--- src/hms_pkg.sv ---
// Shared types and constants for the hybrid merge/insertion sorter.
// Used by hms_ctrl, hms_datapath and the top level; depends on nothing.
`timescale 1ns / 1ps
`default_nettype none

package hms_pkg;

   localparam int DATA_W = 32;

   // Source of the word written into either memory.
   typedef enum logic [1:0] {
      WR_IN,
      WR_RD0,
      WR_RD1,
      WR_KEY
   } wr_src_type;

   typedef struct packed {
      logic       wr_en;
      logic       wr_to_b;
      wr_src_type wr_src;
      logic       rd_from_b;
      logic       key_load;
      logic       out_load;
      logic       out_last;
      logic       out_overflow;
   } dp_cmd_type;

   typedef struct packed {
      logic rd0_gt_key;
      logic rd0_le_rd1;
   } dp_status_type;

endpackage

`default_nettype wire

--- src/hms_ctrl.sv ---
// Sequencer of the sorter: batch loading, insertion runs, bottom-up merge
// passes and the result burst. Drives hms_datapath; depends on hms_pkg.
`timescale 1ns / 1ps
`default_nettype none

module hms_ctrl #(
   parameter int MAX_ELEMENTS     = 64,
   parameter int INSERTION_CUTOFF = 32,
   localparam int AW = $clog2(MAX_ELEMENTS)
) (
   input  wire logic                 clock,
   input  wire logic                 reset,
   input  wire logic                 req_tvalid,
   input  wire logic                 req_tlast,
   output logic                      req_tready,
   output logic                      rsp_tvalid,
   input  wire logic                 rsp_tready,
   input  wire hms_pkg::dp_status_type status,
   output hms_pkg::dp_cmd_type       cmd,
   output logic [AW-1:0]             wr_addr,
   output logic [AW-1:0]             rd_addr0,
   output logic [AW-1:0]             rd_addr1
);

   localparam int CW      = $clog2(MAX_ELEMENTS + 1);
   localparam int XW      = CW + 2;
   localparam int RUN_RAW = (INSERTION_CUTOFF > 1) ? INSERTION_CUTOFF - 1 : 1;
   localparam int RUN     = (RUN_RAW > MAX_ELEMENTS) ? MAX_ELEMENTS : RUN_RAW;
   localparam logic [XW-1:0] RUN_X = XW'(RUN);
   localparam logic [CW-1:0] MAX_C = CW'(MAX_ELEMENTS);

   typedef enum logic [3:0] {
      ST_LOAD,
      ST_INS_RUN,
      ST_INS_NEXT,
      ST_INS_KEY,
      ST_INS_CMP,
      ST_INS_PUT,
      ST_MRG_PASS,
      ST_MRG_PAIR,
      ST_MRG_RD,
      ST_MRG_WR,
      ST_EM_RD,
      ST_EM_LD
   } state_type;

   state_type       state_ff, state_in;
   logic [CW-1:0]   count_ff, count_in;
   logic            ovf_ff, ovf_in;
   logic [CW-1:0]   n_ff, n_in;
   logic [XW-1:0]   lo_ff, lo_in;
   logic [XW-1:0]   width_ff, width_in;
   logic [CW-1:0]   hi_ff, hi_in;
   logic [CW-1:0]   mid_ff, mid_in;
   logic [CW-1:0]   i_ff, i_in;
   logic [CW-1:0]   j_ff, j_in;
   logic [CW-1:0]   a_ff, a_in;
   logic [CW-1:0]   b_ff, b_in;
   logic [CW-1:0]   k_ff, k_in;
   logic            src_b_ff, src_b_in;
   logic            out_valid_ff, out_valid_in;

   logic [XW-1:0]   n_x;
   logic [CW-1:0]   j_m1;
   logic [CW-1:0]   j_m2;
   logic [CW-1:0]   k_p1;
   logic            take_a;

   function automatic logic [XW-1:0] min_x(input logic [XW-1:0] p, input logic [XW-1:0] q);
      return (p < q) ? p : q;
   endfunction

   assign n_x    = XW'(n_ff);
   assign j_m1   = j_ff - CW'(1);
   assign j_m2   = j_ff - CW'(2);
   assign k_p1   = k_ff + CW'(1);
   assign take_a = (a_ff < mid_ff) && ((b_ff >= hi_ff) || status.rd0_le_rd1);

   assign req_tready = (state_ff == ST_LOAD);
   assign rsp_tvalid = out_valid_ff;

   always_comb begin
      state_in     = state_ff;
      count_in     = count_ff;
      ovf_in       = ovf_ff;
      n_in         = n_ff;
      lo_in        = lo_ff;
      width_in     = width_ff;
      hi_in        = hi_ff;
      mid_in       = mid_ff;
      i_in         = i_ff;
      j_in         = j_ff;
      a_in         = a_ff;
      b_in         = b_ff;
      k_in         = k_ff;
      src_b_in     = src_b_ff;
      out_valid_in = out_valid_ff && !rsp_tready;
      cmd          = '0;
      wr_addr      = '0;
      rd_addr0     = '0;
      rd_addr1     = '0;

      unique case (state_ff)
         ST_LOAD: begin
            if (req_tvalid) begin
               if (count_ff < MAX_C) begin
                  cmd.wr_en  = 1'b1;
                  cmd.wr_src = hms_pkg::WR_IN;
                  wr_addr    = count_ff[AW-1:0];
                  count_in   = count_ff + CW'(1);
               end else begin
                  ovf_in = 1'b1;
               end
               if (req_tlast) begin
                  n_in     = (count_ff < MAX_C) ? count_ff + CW'(1) : count_ff;
                  lo_in    = '0;
                  state_in = ST_INS_RUN;
               end
            end
         end
         ST_INS_RUN: begin
            if (lo_ff >= n_x) begin
               width_in = RUN_X;
               src_b_in = 1'b0;
               state_in = ST_MRG_PASS;
            end else begin
               hi_in    = CW'(min_x(lo_ff + RUN_X, n_x));
               i_in     = CW'(lo_ff + XW'(1));
               state_in = ST_INS_NEXT;
            end
         end
         ST_INS_NEXT: begin
            if (i_ff >= hi_ff) begin
               lo_in    = lo_ff + RUN_X;
               state_in = ST_INS_RUN;
            end else begin
               rd_addr0 = i_ff[AW-1:0];
               j_in     = i_ff;
               state_in = ST_INS_KEY;
            end
         end
         ST_INS_KEY: begin
            cmd.key_load = 1'b1;
            rd_addr0     = j_m1[AW-1:0];
            state_in     = ST_INS_CMP;
         end
         ST_INS_CMP: begin
            // Shift the larger neighbour up one place, or drop the key in.
            cmd.wr_en = 1'b1;
            wr_addr   = j_ff[AW-1:0];
            if (status.rd0_gt_key) begin
               cmd.wr_src = hms_pkg::WR_RD0;
               j_in       = j_m1;
               rd_addr0   = j_m2[AW-1:0];
               if (XW'(j_m1) == lo_ff) begin
                  state_in = ST_INS_PUT;
               end
            end else begin
               cmd.wr_src = hms_pkg::WR_KEY;
               i_in       = i_ff + CW'(1);
               state_in   = ST_INS_NEXT;
            end
         end
         ST_INS_PUT: begin
            cmd.wr_en  = 1'b1;
            cmd.wr_src = hms_pkg::WR_KEY;
            wr_addr    = lo_ff[AW-1:0];
            i_in       = i_ff + CW'(1);
            state_in   = ST_INS_NEXT;
         end
         ST_MRG_PASS: begin
            if (width_ff >= n_x) begin
               k_in     = '0;
               state_in = ST_EM_RD;
            end else begin
               lo_in    = '0;
               state_in = ST_MRG_PAIR;
            end
         end
         ST_MRG_PAIR: begin
            // A pair whose right run is empty is copied across unchanged.
            if (lo_ff >= n_x) begin
               width_in = width_ff << 1;
               src_b_in = !src_b_ff;
               state_in = ST_MRG_PASS;
            end else begin
               mid_in   = CW'(min_x(lo_ff + width_ff, n_x));
               hi_in    = CW'(min_x(lo_ff + (width_ff << 1), n_x));
               a_in     = CW'(lo_ff);
               b_in     = CW'(min_x(lo_ff + width_ff, n_x));
               k_in     = CW'(lo_ff);
               state_in = ST_MRG_RD;
            end
         end
         ST_MRG_RD: begin
            if (k_ff >= hi_ff) begin
               lo_in    = XW'(hi_ff);
               state_in = ST_MRG_PAIR;
            end else begin
               cmd.rd_from_b = src_b_ff;
               rd_addr0      = a_ff[AW-1:0];
               rd_addr1      = b_ff[AW-1:0];
               state_in      = ST_MRG_WR;
            end
         end
         ST_MRG_WR: begin
            cmd.wr_en   = 1'b1;
            cmd.wr_to_b = !src_b_ff;
            wr_addr     = k_ff[AW-1:0];
            k_in        = k_p1;
            if (take_a) begin
               cmd.wr_src = hms_pkg::WR_RD0;
               a_in       = a_ff + CW'(1);
            end else begin
               cmd.wr_src = hms_pkg::WR_RD1;
               b_in       = b_ff + CW'(1);
            end
            state_in = ST_MRG_RD;
         end
         ST_EM_RD: begin
            if (!out_valid_ff) begin
               cmd.rd_from_b = src_b_ff;
               rd_addr0      = k_ff[AW-1:0];
               state_in      = ST_EM_LD;
            end
         end
         ST_EM_LD: begin
            cmd.out_load     = 1'b1;
            cmd.out_last     = (k_p1 == n_ff);
            cmd.out_overflow = ovf_ff;
            out_valid_in     = 1'b1;
            if (k_p1 == n_ff) begin
               count_in = '0;
               ovf_in   = 1'b0;
               state_in = ST_LOAD;
            end else begin
               k_in     = k_p1;
               state_in = ST_EM_RD;
            end
         end
         default: begin
            state_in = ST_LOAD;
         end
      endcase
   end

   always_ff @(posedge clock) begin
      if (reset) begin
         state_ff     <= ST_LOAD;
         count_ff     <= '0;
         ovf_ff       <= 1'b0;
         out_valid_ff <= 1'b0;
         src_b_ff     <= 1'b0;
      end else begin
         state_ff     <= state_in;
         count_ff     <= count_in;
         ovf_ff       <= ovf_in;
         out_valid_ff <= out_valid_in;
         src_b_ff     <= src_b_in;
      end
      n_ff     <= n_in;
      lo_ff    <= lo_in;
      width_ff <= width_in;
      hi_ff    <= hi_in;
      mid_ff   <= mid_in;
      i_ff     <= i_in;
      j_ff     <= j_in;
      a_ff     <= a_in;
      b_ff     <= b_in;
      k_ff     <= k_in;
   end

`ifndef ASSERT_OFF
   a_count_bound: assert property (@(posedge clock) disable iff (reset)
      count_ff <= MAX_C)
      else $error("element count beyond store depth");

   a_no_overwrite: assert property (@(posedge clock) disable iff (reset)
      cmd.out_load |-> !out_valid_ff)
      else $error("result register loaded while a word is still pending");

   a_ins_bound: assert property (@(posedge clock) disable iff (reset)
      (state_ff == ST_INS_CMP) |-> (XW'(j_ff) > lo_ff))
      else $error("insertion scan ran below the start of its run");

   a_mrg_live: assert property (@(posedge clock) disable iff (reset)
      (state_ff == ST_MRG_WR) |-> ((a_ff < mid_ff) || (b_ff < hi_ff)))
      else $error("merge step with both runs exhausted");
`endif

endmodule

`default_nettype wire
--- config.mk ---
export PLATFORM = sky130hd
export DESIGN_NAME = hms_ctrl
export DESIGN_NICKNAME = d
export VERILOG_FILES = /design/src/hms_pkg.sv /design/src/hms_ctrl.sv
export SDC_FILE = /design/constraint.sdc
export NUM_CORES = 1
export LEC_CHECK = 0
export BUFFER_PORTS_ARGS = -buffer_cell sky130_fd_sc_hd__buf_2
export CAP_MARGIN = 5
export CORE_UTILIZATION = 30
export CTS_CLUSTER_DIAMETER = 80
export DETAILED_ROUTE_END_ITERATION = 6
export GPL_ROUTABILITY_DRIVEN = 0
export GPL_TIMING_DRIVEN = 0
export HOLD_SLACK_MARGIN = 0.1
export PLACE_DENSITY = 0.54
export SLEW_MARGIN = 10
export SYNTH_ARGS = -nofsm -noshare
export SYNTH_HDL_FRONTEND = slang
export SYNTH_SLANG_ARGS = --single-unit
--- constraint.sdc ---
create_clock -name clock -period 7.6 [get_ports clock]
set_input_delay 0.76 -clock clock [delete_from_list [all_inputs] [get_ports clock]]
set_output_delay 0.76 -clock clock [all_outputs]
set_load 0.005 [all_outputs]
# ---- After elaboration in Yosys (flattened, before gate mapping)
# Cells that the tools add are included.
dict set report totals {
  regBits 88
  latch_bits 0
  ramBits 0
  romBits 0
  inputBits 7
  output_inout_bits 29
  word_cells 173
  mem_count 0
}
dict set report classes {
  n_addsub 11
  n_mul 0
  div 0
  magnitude_cmp 10
  n_eq_ne 33
  shift 0
  muxes 76
  n_bitwise 1
  reduce_logical 27
}
# op n
set ops {}
lappend ops {{7-bit two-way mux} 18}
lappend ops {{7-bit case mux with 2 select lines} 5}
lappend ops {{9-bit two-way mux} 7}
lappend ops {{6-bit two-way mux} 8}
lappend ops {{4-bit case mux with 12 select lines} 1}
lappend ops {{7-bit by 1-bit adder with 7-bit output, second input constant} 6}
lappend ops {{2-bit != test, second input constant} 19}
lappend ops {{4-bit two-way mux} 9}
lappend ops {{9-bit case mux with 4 select lines} 1}
lappend ops {{6-bit case mux with 5 select lines} 1}
lappend ops {{7-bit case mux with 4 select lines} 1}
lappend ops {{9-bit by 7-bit less-than comparator with 1-bit output} 3}
lappend ops {{6-bit case mux with 4 select lines} 1}
lappend ops {{3-bit AND reduction} 8}
lappend ops {{7-bit >= comparator} 3}
lappend ops {{7-bit case mux with 3 select lines} 1}
lappend ops {{9-bit adder} 2}
lappend ops {{9-bit by 7-bit >= comparator with 1-bit output} 2}
lappend ops {{9-bit case mux with 2 select lines} 1}
lappend ops {{4-bit by 3-bit == test with 1-bit output, second input constant} 4}
lappend ops {{4-bit == test, second input constant} 4}
lappend ops {{1-bit two-way mux} 12}
lappend ops {{4-bit AND reduction} 3}
lappend ops {{9-bit by 5-bit adder with 9-bit output, second input constant} 1}
lappend ops {{24 further kinds} 37}

# ---- Longest topological paths before layout
# Gate-level depths: netlist (run 1).
dict set report logic_depth {
  ltp_word 5
  mapped_depth 13
  depth_no_buf 13
}

# ---- Least setup slack after synthesis (run 1)
# OpenSTA, ideal clock, no wires.
dict set report synth_path {
  path_type {reg-to-reg}
  from {register n_ff[5]}
  to {register lo_ff[0], enable pin}
  setup_time_ns 0.427
  arrival_ns 3.210
  t_required_ns 7.173
  path_slack_ns 3.963
  stages_incl_launch_ff 7
  n_path_buf 0
  synth_period_minus_slack_ns 3.637
  cell_sequence {edfxtp_1 -> inv_1 -> ha_1 -> a21o_1 -> a2111oi_2 -> o31ai_1 -> a2111oi_0}
}
dict set report synth_between {
  elab_chain_len 3
}
# item line
set synth_rtl {}
lappend synth_rtl {{start: declaration} hms_ctrl.sv:50} ;# logic [CW-1:0] n_ff, n_in;
lappend synth_rtl {{start signal: assignment} hms_ctrl.sv:261} ;# n_ff <= n_in;
lappend synth_rtl {{9-bit by 7-bit >= comparator with 1-bit output} hms_ctrl.sv:172} ;# if (width_ff >= n_x) begin
lappend synth_rtl {{2-bit != test (no line)} --}
lappend synth_rtl {{6-bit AND reduction (no line)} --}
lappend synth_rtl {{end signal: assignment} hms_ctrl.sv:262} ;# lo_ff <= lo_in;
lappend synth_rtl {{end: declaration} hms_ctrl.sv:51} ;# logic [XW-1:0] lo_ff, lo_in;
# No other way between the ends.
# A chain may end at the register's enable or synchronous reset.

# ---- Final worst setup path (run 1)
dict set report layout_path {
  from {register lo_ff[1]}
  to {register mid_ff[4], data pin}
}
dict set report layout_between {
  elab_chain_len 3
}
# item line
set layout_rtl {}
lappend layout_rtl {{9-bit adder (*)} hms_ctrl.sv:187} ;# mid_in = CW'(min_x(lo_ff + width_ff, n_x));
lappend layout_rtl {{9-bit by 7-bit less-than comparator with 1-bit output} hms_ctrl.sv:70} ;# return (p < q) ? p : q;
lappend layout_rtl {{7-bit two-way mux (*)} hms_ctrl.sv:70}
lappend layout_rtl {{end signal: assignment} hms_ctrl.sv:265} ;# mid_ff <= mid_in;
lappend layout_rtl {{end: declaration} hms_ctrl.sv:54} ;# logic [CW-1:0] mid_ff, mid_in;
# Mark *: on every way between the ends. The rest lies on a longest branch, timed or not.

==> results of run 1 <==
==> final timing paths <==
kind                       start                   to  depth (start not counted)
min          ovf_ff$_SDFFE_PP0P_  ovf_ff$_SDFFE_PP0P_                          2
max           lo_ff[1]$_DFFE_PP_  mid_ff[4]$_DFFE_PP_                         11
min reg2reg  ovf_ff$_SDFFE_PP0P_  ovf_ff$_SDFFE_PP0P_                          2
max reg2reg   lo_ff[1]$_DFFE_PP_  mid_ff[4]$_DFFE_PP_                         11
==> Yosys cell counts (6+ instances only) <==
cell / number
nand2b_1: 16
nand2_1: 64
nor2_1: 46
o31ai_1: 9
clkbuf_1: 16
a211oi_1: 6
xor2_1: 23
nand3_1: 27
and2_1: 14
nand4_1: 11
xnor2_1: 40
inv_1: 45
a221o_1: 16
a21oi_1: 35
dfxtp_1: 14
a21o_1: 12
o21a_1: 8
nor2b_1: 9
and3_1: 11
mux2i_1: 13
o21ai_0: 45
ha_1: 85
nor3_1: 16
a31oi_1: 10
edfxtp_1: 74
==> final cells by class <==
type                    count  area [sq um]  area share
plain buffers              31           184      0.0218
clock inverters             6          47.5     0.00563
inverters                  46           173      0.0204
clock buffers              10           250      0.0296
repair buffers             37           190      0.0225
flip-flops and latches     88          2500       0.296
well taps                 324           405      0.0480
multi-input cells         629          4700       0.556
==> logic make-up (layout without fill, tap and decap cells) <==
group / count (synthesis) / in the layout
DFF: 88 / 88
xor gates and xnor gates: 65 / 65
and+or+nand+nor: 254 / 254
AOI/OAI and AO/OA: 205 / 205
adders and majority gates: 87 / 87
buffers and inverters: 77 / 130
muxes: 18 / 18
==> through the flow <==
stage	total power [W]	utilization	hold slack [ps]
2_1_floorplan	0.00225	-	463
5_1_grt	0.00353	0.345	537
4_1_cts	0.00327	0.345	513
3_5_place_dp	0.00281	0.333	505
6_report	0.00328	0.345	511
3_3_place_gp	0.00277	0.332	495
==> critical path, delay by kind of cell, from the launching register on <==
family	cells	cell delay (ps)
fa+ha+maj	2	870
flops	1	720
simple gates	4	930
mux	1	400
compound gates	3	620
buf+inv	1	350
==> placed cells by master, fill, tap and decap left out, drive strengths merged, types with 9 or more instances in the layout <==
master  synthesis  layout
a21o           12      12
a21oi          37      37
a221o          16      16
a31oi          11      11
and2           17      17
and3           11      11
buf            11      48
clkbuf         20      30
dfxtp          14      14
edfxtp         74      74
ha             85      85
inv            46      49
mux2i          13      13
nand2          65      65
nand2b         17      17
nand3          27      27
nand4          11      11
nor2           51      51
nor2b           9       9
nor3           18      18
o21ai          47      47
o31ai           9       9
xnor2          40      40
xor2           24      24
==> per-layer routing <==
layer	wire length, microns	vias to the layer above
met5	0	-
met4	466	0
met3	1420	27
met2	10700	215
met1	11100	3012
li1	-	3065
==> report_power, final <==
group	total [W]	internal (W)	switching (W)
combinational	0.00199	0.000792	0.00119
sequential	0.000840	0.000700	0.000140
clock	0.000458	0.000246	0.000212
==> metrics.md, run 1 <==
| Metric | Value |
|---|---|
| Register area share after synthesis | 0.332 |
| Crit path capture type | flip-flop |
| Global Route met1 Usage | 0.265 |
| Grt total ovfl | 0 |
| Initial antenna violation count | 0 |
| Peak supply drop | 0.000130 V |
| WS Path Type | flip-flop to flip-flop |
| GR peak layer | met2 |
| Post-synth cell types | 91 |
| Fin area | 8450 sq um |
| Final WL | 23,700 microns |
| Min Tclk post-route | 4130 ps |
| Cell count after synthesis | 794 |
| Power per standard cell area | 389 nW/um^2 |
| Fmax | 242 MHz |
| First-pass GRT wire length | 36,500 microns |
| CTS Buf Count | 9 |
| Worst path cell trace | inv_1 > fa_1 > nor2b_1 > o31a_1 > or4_1 > nand3_1 > ha_1 > a21oi_1 > o21ai_1 > nor3_2 > mux2_2 |
| Max-Cap Viols | 0 |
| Placed inst area | 8150 sq um |
| Clock transition at path regs | 70 ps |
| Drt pass-1 iters | 5 |
| Mux contribution to synthesized area | 0.0247 |
| Post-CTS setup buffer count | 0 |
| Rel. slew slack | 0.310 |
| Status | finished, final reports clean |
| Arr. time, crit path | 4240 ps |
| Final worst slack | 3470 ps |
| Via total after detailed routing | 6,319 |
| Ys async rst share | 0 |
| Placed cells | 1,155 |
| Setup_tns | 0 ps |
| Chip height | 161 microns |
| Synth Area in Adders | 0.146 |
| Largest net degree at the start of global routing | 17 |
| Worst-Skew Late Latency | 350 ps |
| Main combinational cell family by area after synthesis | compound AO/OA/AOI/OAI gates |
| Pre-CTS setup slack | 3530 ps |
| P&R area growth vs syn | 12.1% |
| CTS Root Cell | clkbuf_16 |
| Row count | 57 |
| Die Width | 161 microns |
| Clk_skew | 12.5 ps |
| Fraction of layout cells with a size suffix above 1 | 0.126 |
| CTS tree | built |
| Final cell count without fillers | 1,171 |
| Fill cells | 2,501 |
| DR WL/cell | 20.2 microns |
| Synth Area in XOR/XNOR | 0.0783 |
| Finish-stage setup viols | 0 |
| Final hold vios | 0 |
| Max stage delay cell, worst path | edfxtp_1 |
| Hold_buf cts | 0 |
| Starting DRT DRC Count | 381 |
| Initial cell density of the core | 0.308 |
| Die area | 25,800 sq um |
| Final Cycle Share | 0.544 |
| Vias in the first global route | 6,084 |
| Required @ worst endpoint | 7710 ps |
| Slowest cell delay on critical path | 720 ps |
| Synth top area cells | edfxtp_1 29%, ha_1 14%, xnor2_1 4.6%, dfxtp_1 3.7%, nand2_1 3.2% |
| Critical Path Source Type | flip-flop |
| Worst-Margin Slew | 1030 ps |
| RSZ-0062 raised after global routing | no |
| Number of port buffers | 35 |
| Max clock buf depth | 2 |
| CORE AREA | 24,500 sq um |
| Max-slew violations | 0 |
| Cell Area, Synth | 7540 sq um |
| H-tree Lvls | 3 |
| # clock sinks | 88 |
| Hpwl dp | 18,400 microns |
| Area leader, netlist | edfxtp_1 |
| Residual DRC | 0 |
| Global routing usage on met3 | 0.0284 |
| FF-to-FF setup slack | 3470 ps |
| Simple-gate portion of the synthesized area | 0.178 |
| Top flop regs | lo_ff (9), width_ff (9) |
| Yosys warns | 0 |
| Post-synth EDFFs | 74 |
| Syn Nets | 888 |
| Top-level I/O count | 36 |
| Hold/Removal Path Class | flip-flop to flip-flop |
| Yosys top cell area share | 0.295 |
| GRT Total Usage | 0.188 |
| Met2 Use GR | 0.294 |
| Pleak | 3.29 nW |
| Top_reg_cell synth | edfxtp_1 |
| Post-DRT Antenna Nets | 0 |
| Resized Gates After CTS | 0 |
| Compound-Gate Fraction of Synth Area | 0.194 |
| Maximum fanout along the worst path | 9 |
| Vias/cell | 5.40 |
| Nets | 936 |
| Register bit total from synthesis | 88 |
| Synth Area per Inst | 9.49 sq um |
| Diodes inserted | 0 |
No activity file was read; power rests on OpenSTA's default activity.
==> run 2, diff against run 1 <==
--- a/config.mk
+++ b/config.mk
@@ -5,6 +5,7 @@
 export SDC_FILE = /design/constraint.sdc
 export NUM_CORES = 1
 export LEC_CHECK = 0
+export ABC_AREA = 1
 export BUFFER_PORTS_ARGS = -buffer_cell sky130_fd_sc_hd__buf_2
 export CAP_MARGIN = 5
 export CORE_UTILIZATION = 30
==> constraint.sdc (replaced) <==
create_clock -name clock -period 4.3 [get_ports clock]
set_input_delay 0.43 -clock clock [delete_from_list [all_inputs] [get_ports clock]]
set_output_delay 0.43 -clock clock [all_outputs]
set_load 0.005 [all_outputs]
==> run 2 against run 1 <==
Compared with the run above: critical path depth rose by 4; critical endpoint is now hi_ff[1]$_DFFE_PP_; area after synthesis grew 0.33%; wire length shrank 3.1%; final cell count is 17% higher.
==> metrics.md, run 2 <==
| Metric | Value |
|---|---|
| Status | finished, final reports clean |
| Yosys warns | 0 |
| Row count | 57 |
| Largest net degree at the start of global routing | 15 |
| Count leader, synth | nand2_1 |
| First-pass GRT wire length | 36,200 microns |
| Top_reg_cell synth | edfxtp_1 |
| Post-DRT Antenna Nets | 0 |
| Hpwl dp | 18,300 microns |
| CTS Root Cell | clkbuf_16 |
| CORE AREA | 24,500 sq um |
| CP endpoint | hi_ff[1]$_DFFE_PP_ |
| Power per standard cell area | 693 nW/um^2 |
| Worst-Skew Late Latency | 360 ps |
| Commonest cells after routing, fill and taps aside | 243 x nand2_1, 151 x inv_1, 85 x ha_1, 74 x nor2_1, 74 x edfxtp_1 |
| Post-CTS setup buffer count | 0 |
| Post-synth EDFFs | 74 |
| Initial antenna violation count | 0 |
| Final hold vios | 0 |
| Resized Gates After CTS | 0 |
| Slowest cell delay on critical path | 570 ps |
| Initial cell density of the core | 0.308 |
| Max-Cap Viols | 0 |
| GRT Total Usage | 0.182 |
| Top flop regs | lo_ff (9), width_ff (9) |
| Total power | 0.00582 W |
| Yosys top cell area share | 0.294 |
| Via total after detailed routing | 6,951 |
| Final WL | 22,900 microns |
| Critical Path Source Type | flip-flop |
| Residual DRC | 0 |
| DR WL/cell | 16.7 microns |
| Worst R2R Start | lo_ff[1]$_DFFE_PP_ |
| Fmax | 258 MHz |
| Final Cycle Share | 0.902 |
| Cell Area, Synth | 7560 sq um |
| Syn Nets | 1,094 |
| Diodes inserted | 0 |
| Finish-stage setup viols | 0 |
| Area leader, netlist | edfxtp_1 |
| Max stage delay cell, worst path | edfxtp_1 |
| Nets | 1,140 |
| R2r endpoint | hi_ff[1]$_DFFE_PP_ |
| RSZ-0062 raised after global routing | no |
| Register bit total from synthesis | 88 |
| Register area share after synthesis | 0.331 |
| FF-to-FF setup slack | 420 ps |
| Die area | 25,900 sq um |
| P&R area growth vs syn | 11.2% |
| Arr. time, crit path | 4090 ps |
| Clock transition at path regs | 70 ps |
| CTS tree | built |
| Most common cell after layout, fill and taps aside | nand2_1 |
| Drt pass-1 iters | 5 |
| H-tree Lvls | 3 |
| Starting DRT DRC Count | 544 |
| Chip height | 161 microns |
| Min Tclk post-route | 3880 ps |
| Die Width | 161 microns |
| Peak supply drop | 0.000290 V |
| Required @ worst endpoint | 4510 ps |
| Fraction of layout cells with a size suffix above 1 | 0.0847 |
| CTS Buf Count | 9 |
| # clock sinks | 88 |
| Top cells by count, synth | 243 x nand2_1, 151 x inv_1, 85 x ha_1 |
| WS Path Type | flip-flop to flip-flop |
| Pre-CTS setup slack | 585 ps |
| Ys async rst share | 0 |
| Maximum fanout along the worst path | 8 |
| Cell count after synthesis | 1,000 |
| FF-to-FF path depth | 15 |
| Synth top area cells | edfxtp_1 29%, ha_1 14%, nand2_1 12%, inv_1 7.5%, nand3_1 4.3% |
| Worst-Margin Slew | 963 ps |
| Start point of the critical path | lo_ff[1]$_DFFE_PP_ |
| Max-slew violations | 0 |
| Final worst slack | 421 ps |
| Vias/cell | 5.06 |
| Rel. slew slack | 0.355 |
| Hold_buf cts | 0 |
| Max clock buf depth | 2 |
| Setup_tns | 0 ps |
| Crit path capture type | flip-flop |
| Post-synth cell types | 48 |
| Number of port buffers | 35 |
| Pleak | 3.99 nW |
| Grt total ovfl | 0 |
| Top-level I/O count | 36 |
| Synth Area per Inst | 7.56 sq um |
| Vias in the first global route | 6,421 |
| Clk_skew | 12.0 ps |
| Worst path most repeated cell | nand2_1 |
| Worst path cell trace | inv_1 > ha_1 > nand2_1 > nor2_1 > nand2_1 > nand2_1 > xor2_1 > inv_1 > ha_1 > a21o_1 > a31oi_1 > nand3_2 > nand2_1 > nand3_1 > nand2_1 |
| Hold/Removal Path Class | input port to flip-flop |
-- run 2: cell types whose count changed in the layout (fill, tap and decap cells not counted), sizes merged, moves of 17 or more --
cell    before  now
nand4       11   41
xnor2       40   11
nand2b      17    0
nand2       65  246
nor2        51   84
inv         49  157
nand3       27   69
-- run 2: critical path, delay by kind of cell, from the launching register on --
kind	cells	cell delay (ps)
AO/OA/AOI/OAI	2	730
XOR/XNOR	1	330
adder cells (fa/ha/maj)	2	590
buffers and inverters	2	560
AND/OR/NAND/NOR	8	960
flip-flops	1	570
-- run 2: layer usage --
metal  vias to the layer above  global-route usage  part of all wire
met3                        25              0.0258             0.055
met4                         0              0.0425             0.015
met1                      3232               0.262              0.49
met2                       212               0.286              0.44
met5                         -                   0                 0
li1                       3482                   -                 -
-- run 2: how the worst min path moves through the flow --
stage / slack (ps) / endpoint / cells after the start / start
after CTS: 290 / rsp_tvalid$_SDFF_PP0_ / 2 / reset
after global placement: 460 / ovf_ff$_SDFFE_PP0P_ / 2 / ovf_ff$_SDFFE_PP0P_
after global routing: 310 / state_ff[0]$_SDFFE_PP0P_ / 2 / reset
after detailed placement: 460 / ovf_ff$_SDFFE_PP0P_ / 2 / ovf_ff$_SDFFE_PP0P_
after floorplan: 440 / ovf_ff$_SDFFE_PP0P_ / 2 / ovf_ff$_SDFFE_PP0P_
final: 300 / state_ff[0]$_SDFFE_PP0P_ / 2 / reset
-- run 2: where the power goes --
group | internal (W) | switching (W) | total (W)
logic | 0.00122 | 0.00227 | 0.00350
registers | 0.00129 | 0.000302 | 0.00159
clock network | 0.000394 | 0.000341 | 0.000734
-- run 2: stage by stage --
stage	hold WS, ps	instance area, sq um	instances	util
after CTS	292	8410	1375	0.343
after floorplan	444	7560	1000	-
after detailed placement	460	8150	1359	0.332
final	299	8410	1375	0.343
after global routing	311	8410	1375	0.343
after global placement	460	8140	1359	0.332
-- run 2: cell type report --
type | count | area, sq um
repair buffers | 35 | 175
clock buffers | 13 | 240
plain buffers | 12 | 65.1
well taps | 324 | 405
fillers | 2661 | 16100
multi-input cells | 742 | 4410
clock inverters | 3 | 20.0
flip-flops and latches | 88 | 2500
inverters | 158 | 593
-- run 2: cells by family after synthesis --
kind of cell / share of synthesized area
compound gates: 0.118
xor+xnor: 0.0440
fa+ha+maj: 0.146
buf+inv: 0.0870
flops: 0.331
simple gates: 0.274
==> run 3, diff against run 2 <==
--- a/config.mk
+++ b/config.mk
@@ -14,7 +14,7 @@
 export GPL_ROUTABILITY_DRIVEN = 0
 export GPL_TIMING_DRIVEN = 0
 export HOLD_SLACK_MARGIN = 0.1
-export PLACE_DENSITY = 0.54
+export PLACE_DENSITY = 0.55
 export SLEW_MARGIN = 10
 export SYNTH_ARGS = -nofsm -noshare
 export SYNTH_HDL_FRONTEND = slang
==> constraint.sdc (replaced) <==
create_clock -name clock -period 3.44 [get_ports clock]
set_input_delay 0.344 -clock clock [delete_from_list [all_inputs] [get_ports clock]]
set_output_delay 0.344 -clock clock [all_outputs]
set_load 0.005 [all_outputs]
==> run 3 against run 2 <==
Compared with the run above: final area rose by 1.8%; clock skew fell by 4.0 ps; sequential power rose by 24%; count of clock-buffer cells in the layout did not move; final cell count rose by 1.2%; hold slack got worse by 72 ps; fmax rose by 21%.
==> metrics.md, run 3 (synthesis results as in run 2) <==
| Metric | Value |
|---|---|
| Final Cycle Share | 0.932 |
| Arr. time, crit path | 3310 ps |
| Chip height | 161 microns |
| Power per standard cell area | 867 nW/um^2 |
| GRT Total Usage | 0.180 |
| Fraction of layout cells with a size suffix above 1 | 0.104 |
| Clk_skew | 7.93 ps |
| Most common cell after layout, fill and taps aside | nand2_1 |
| Internal | 0.00373 W |
| Vias in the first global route | 6,447 |
| Status | finished, final reports clean |
| Pleak | 4.06 nW |
| Commonest cells after routing, fill and taps aside | 243 x nand2_1, 149 x inv_1, 85 x ha_1, 74 x edfxtp_1, 73 x nor2_1 |
| CTS Buf Count | 9 |
| Worst path cell trace | ha_1 > nand3_1 > nand3_1 > a31oi_1 > xor2_1 > inv_1 > ha_1 > nand2_1 > inv_1 > nand4_1 > buf_4 > nand4_1 > and2_1 |
| Clock Power Share | 0.124 |
| Number of port buffers | 35 |
| Hold_buf cts | 0 |
| Max stage delay cell, worst path | edfxtp_1 |
| Top flop regs | lo_ff (9), width_ff (9) |
| Worst-Margin Slew | 891 ps |
| Placed inst area | 8150 sq um |
| Initial cell density of the core | 0.308 |
| RSZ-0062 raised after global routing | no |
| Initial antenna violation count | 0 |
| Vias/cell | 5.04 |
| Max clock buf depth | 2 |
| Clock transition at path regs | 70 ps |
| Hpwl dp | 18,100 microns |
| Top-level I/O count | 36 |
| Fmax | 312 MHz |
| Nets | 1,156 |
| Reg power frac | 0.266 |
| Finish-stage setup viols | 0 |
| Die Width | 161 microns |
| CORE AREA | 24,500 sq um |
| Diodes inserted | 0 |
| Max-slew violations | 0 |
| Peak supply drop | 0.000325 V |
| Hold path depth | 2 |
| # clock sinks | 88 |
| Final WL | 23,100 microns |
| Largest net degree at the start of global routing | 15 |
| First-pass GRT wire length | 35,700 microns |
| Placed cells | 1,359 |
| Final hold vios | 0 |
| Starting DRT DRC Count | 604 |
| Required @ worst endpoint | 3540 ps |
| Post-DRT Antenna Nets | 0 |
| Combinational Power Share | 0.611 |
| FF-to-FF path depth | 13 |
| Worst-Skew Late Latency | 350 ps |
| Max-Cap Viols | 0 |
| CTS Root Cell | clkbuf_16 |
| Fin area | 8560 sq um |
| Rel. slew slack | 0.406 |
| H-tree Lvls | 3 |
| CTS tree | built |
| Hold/Removal Path Class | input port to flip-flop |
| Slowest cell delay on critical path | 770 ps |
| Drt pass-1 iters | 7 |
| Sw Ratio | 0.497 |
| Min Tclk post-route | 3210 ps |
| Via total after detailed routing | 7,009 |
| WS Path Type | flip-flop to flip-flop |
| Critical Path Source Type | flip-flop |
| Maximum fanout along the worst path | 9 |
| Final cell count without fillers | 1,391 |
| P&R area growth vs syn | 13.2% |
| Die area | 25,900 sq um |
| Grt total ovfl | 0 |
| Crit path capture type | flip-flop |
| DR WL/cell | 16.6 microns |
| Row count | 57 |
| Switching pwr | 0.00369 W |
| Residual DRC | 0 |
[run 3: power groups by stage]
stage	clock, W	combinational (W)	sequential (W)
6_report	0.000919	0.00453	0.00197
4_1_cts	0.000929	0.00440	0.00198
5_1_grt	0.000972	0.00515	0.00200
3_5_place_dp	0	0.00431	0.00201
3_3_place_gp	0	0.00424	0.00202
2_1_floorplan	0	0.00325	0.00182
[run 3: final cells by class]
type / instances / area, sq um
Buffer: 12 / 65.1
Clock inverter: 3 / 17.5
Sequential cell: 88 / 2500
Tap cell: 324 / 405
Clock buffer: 13 / 240
Timing Repair Buffer: 51 / 295
Fill cell: 2627 / 16000
Inverter: 158 / 597
Multi-Input combinational cell: 742 / 4440
[run 3: worst max-delay path, delay by kind of cell (launching register included)]
family	cells	cell delay (ps)
compound gates	1	190
xor+xnor	1	230
fa+ha+maj	2	660
buf+inv	3	270
flops	1	770
simple gates	6	830
[run 3: what timing repair did]
item,in CTS,in global routing
endpoints found under the hold margin,0,0
pin swaps,0,3
gates resized for setup,2,5
setup endpoints to repair,21,35
buffers inserted,3,13
[run 3: final timing paths]
path	start	end	slack (ps)
setup / recovery	lo_ff[2]$_DFFE_PP_	mid_ff[5]$_DFFE_PP_	230
hold / removal	reset	rsp_tvalid$_SDFF_PP0_	230
setup reg to reg	lo_ff[2]$_DFFE_PP_	mid_ff[5]$_DFFE_PP_	230
hold reg to reg	ovf_ff$_SDFFE_PP0P_	ovf_ff$_SDFFE_PP0P_	470
[run 3: per-stage QoR]
stage,TNS (ps),total power [W],hold slack [ps],utilization,setup WS [ps]
6_report,0,0.00742,227,0.349,232
2_1_floorplan,0,0.00507,413,-,531
5_1_grt,0,0.00812,213,0.349,33.6
3_3_place_gp,-4190,0.00625,459,0.332,-255
3_5_place_dp,-3950,0.00632,455,0.332,-242
4_1_cts,0,0.00730,212,0.344,34.8
[run 3: metal layers]
metal | track usage | wire length, microns | vias to the layer above
li1 | - | - | 3511
met4 | 0.0523 | 495 | 0
met1 | 0.254 | 11000 | 3228
met2 | 0.282 | 10200 | 235
met3 | 0.0284 | 1440 | 35
met5 | 0 | 0 | -
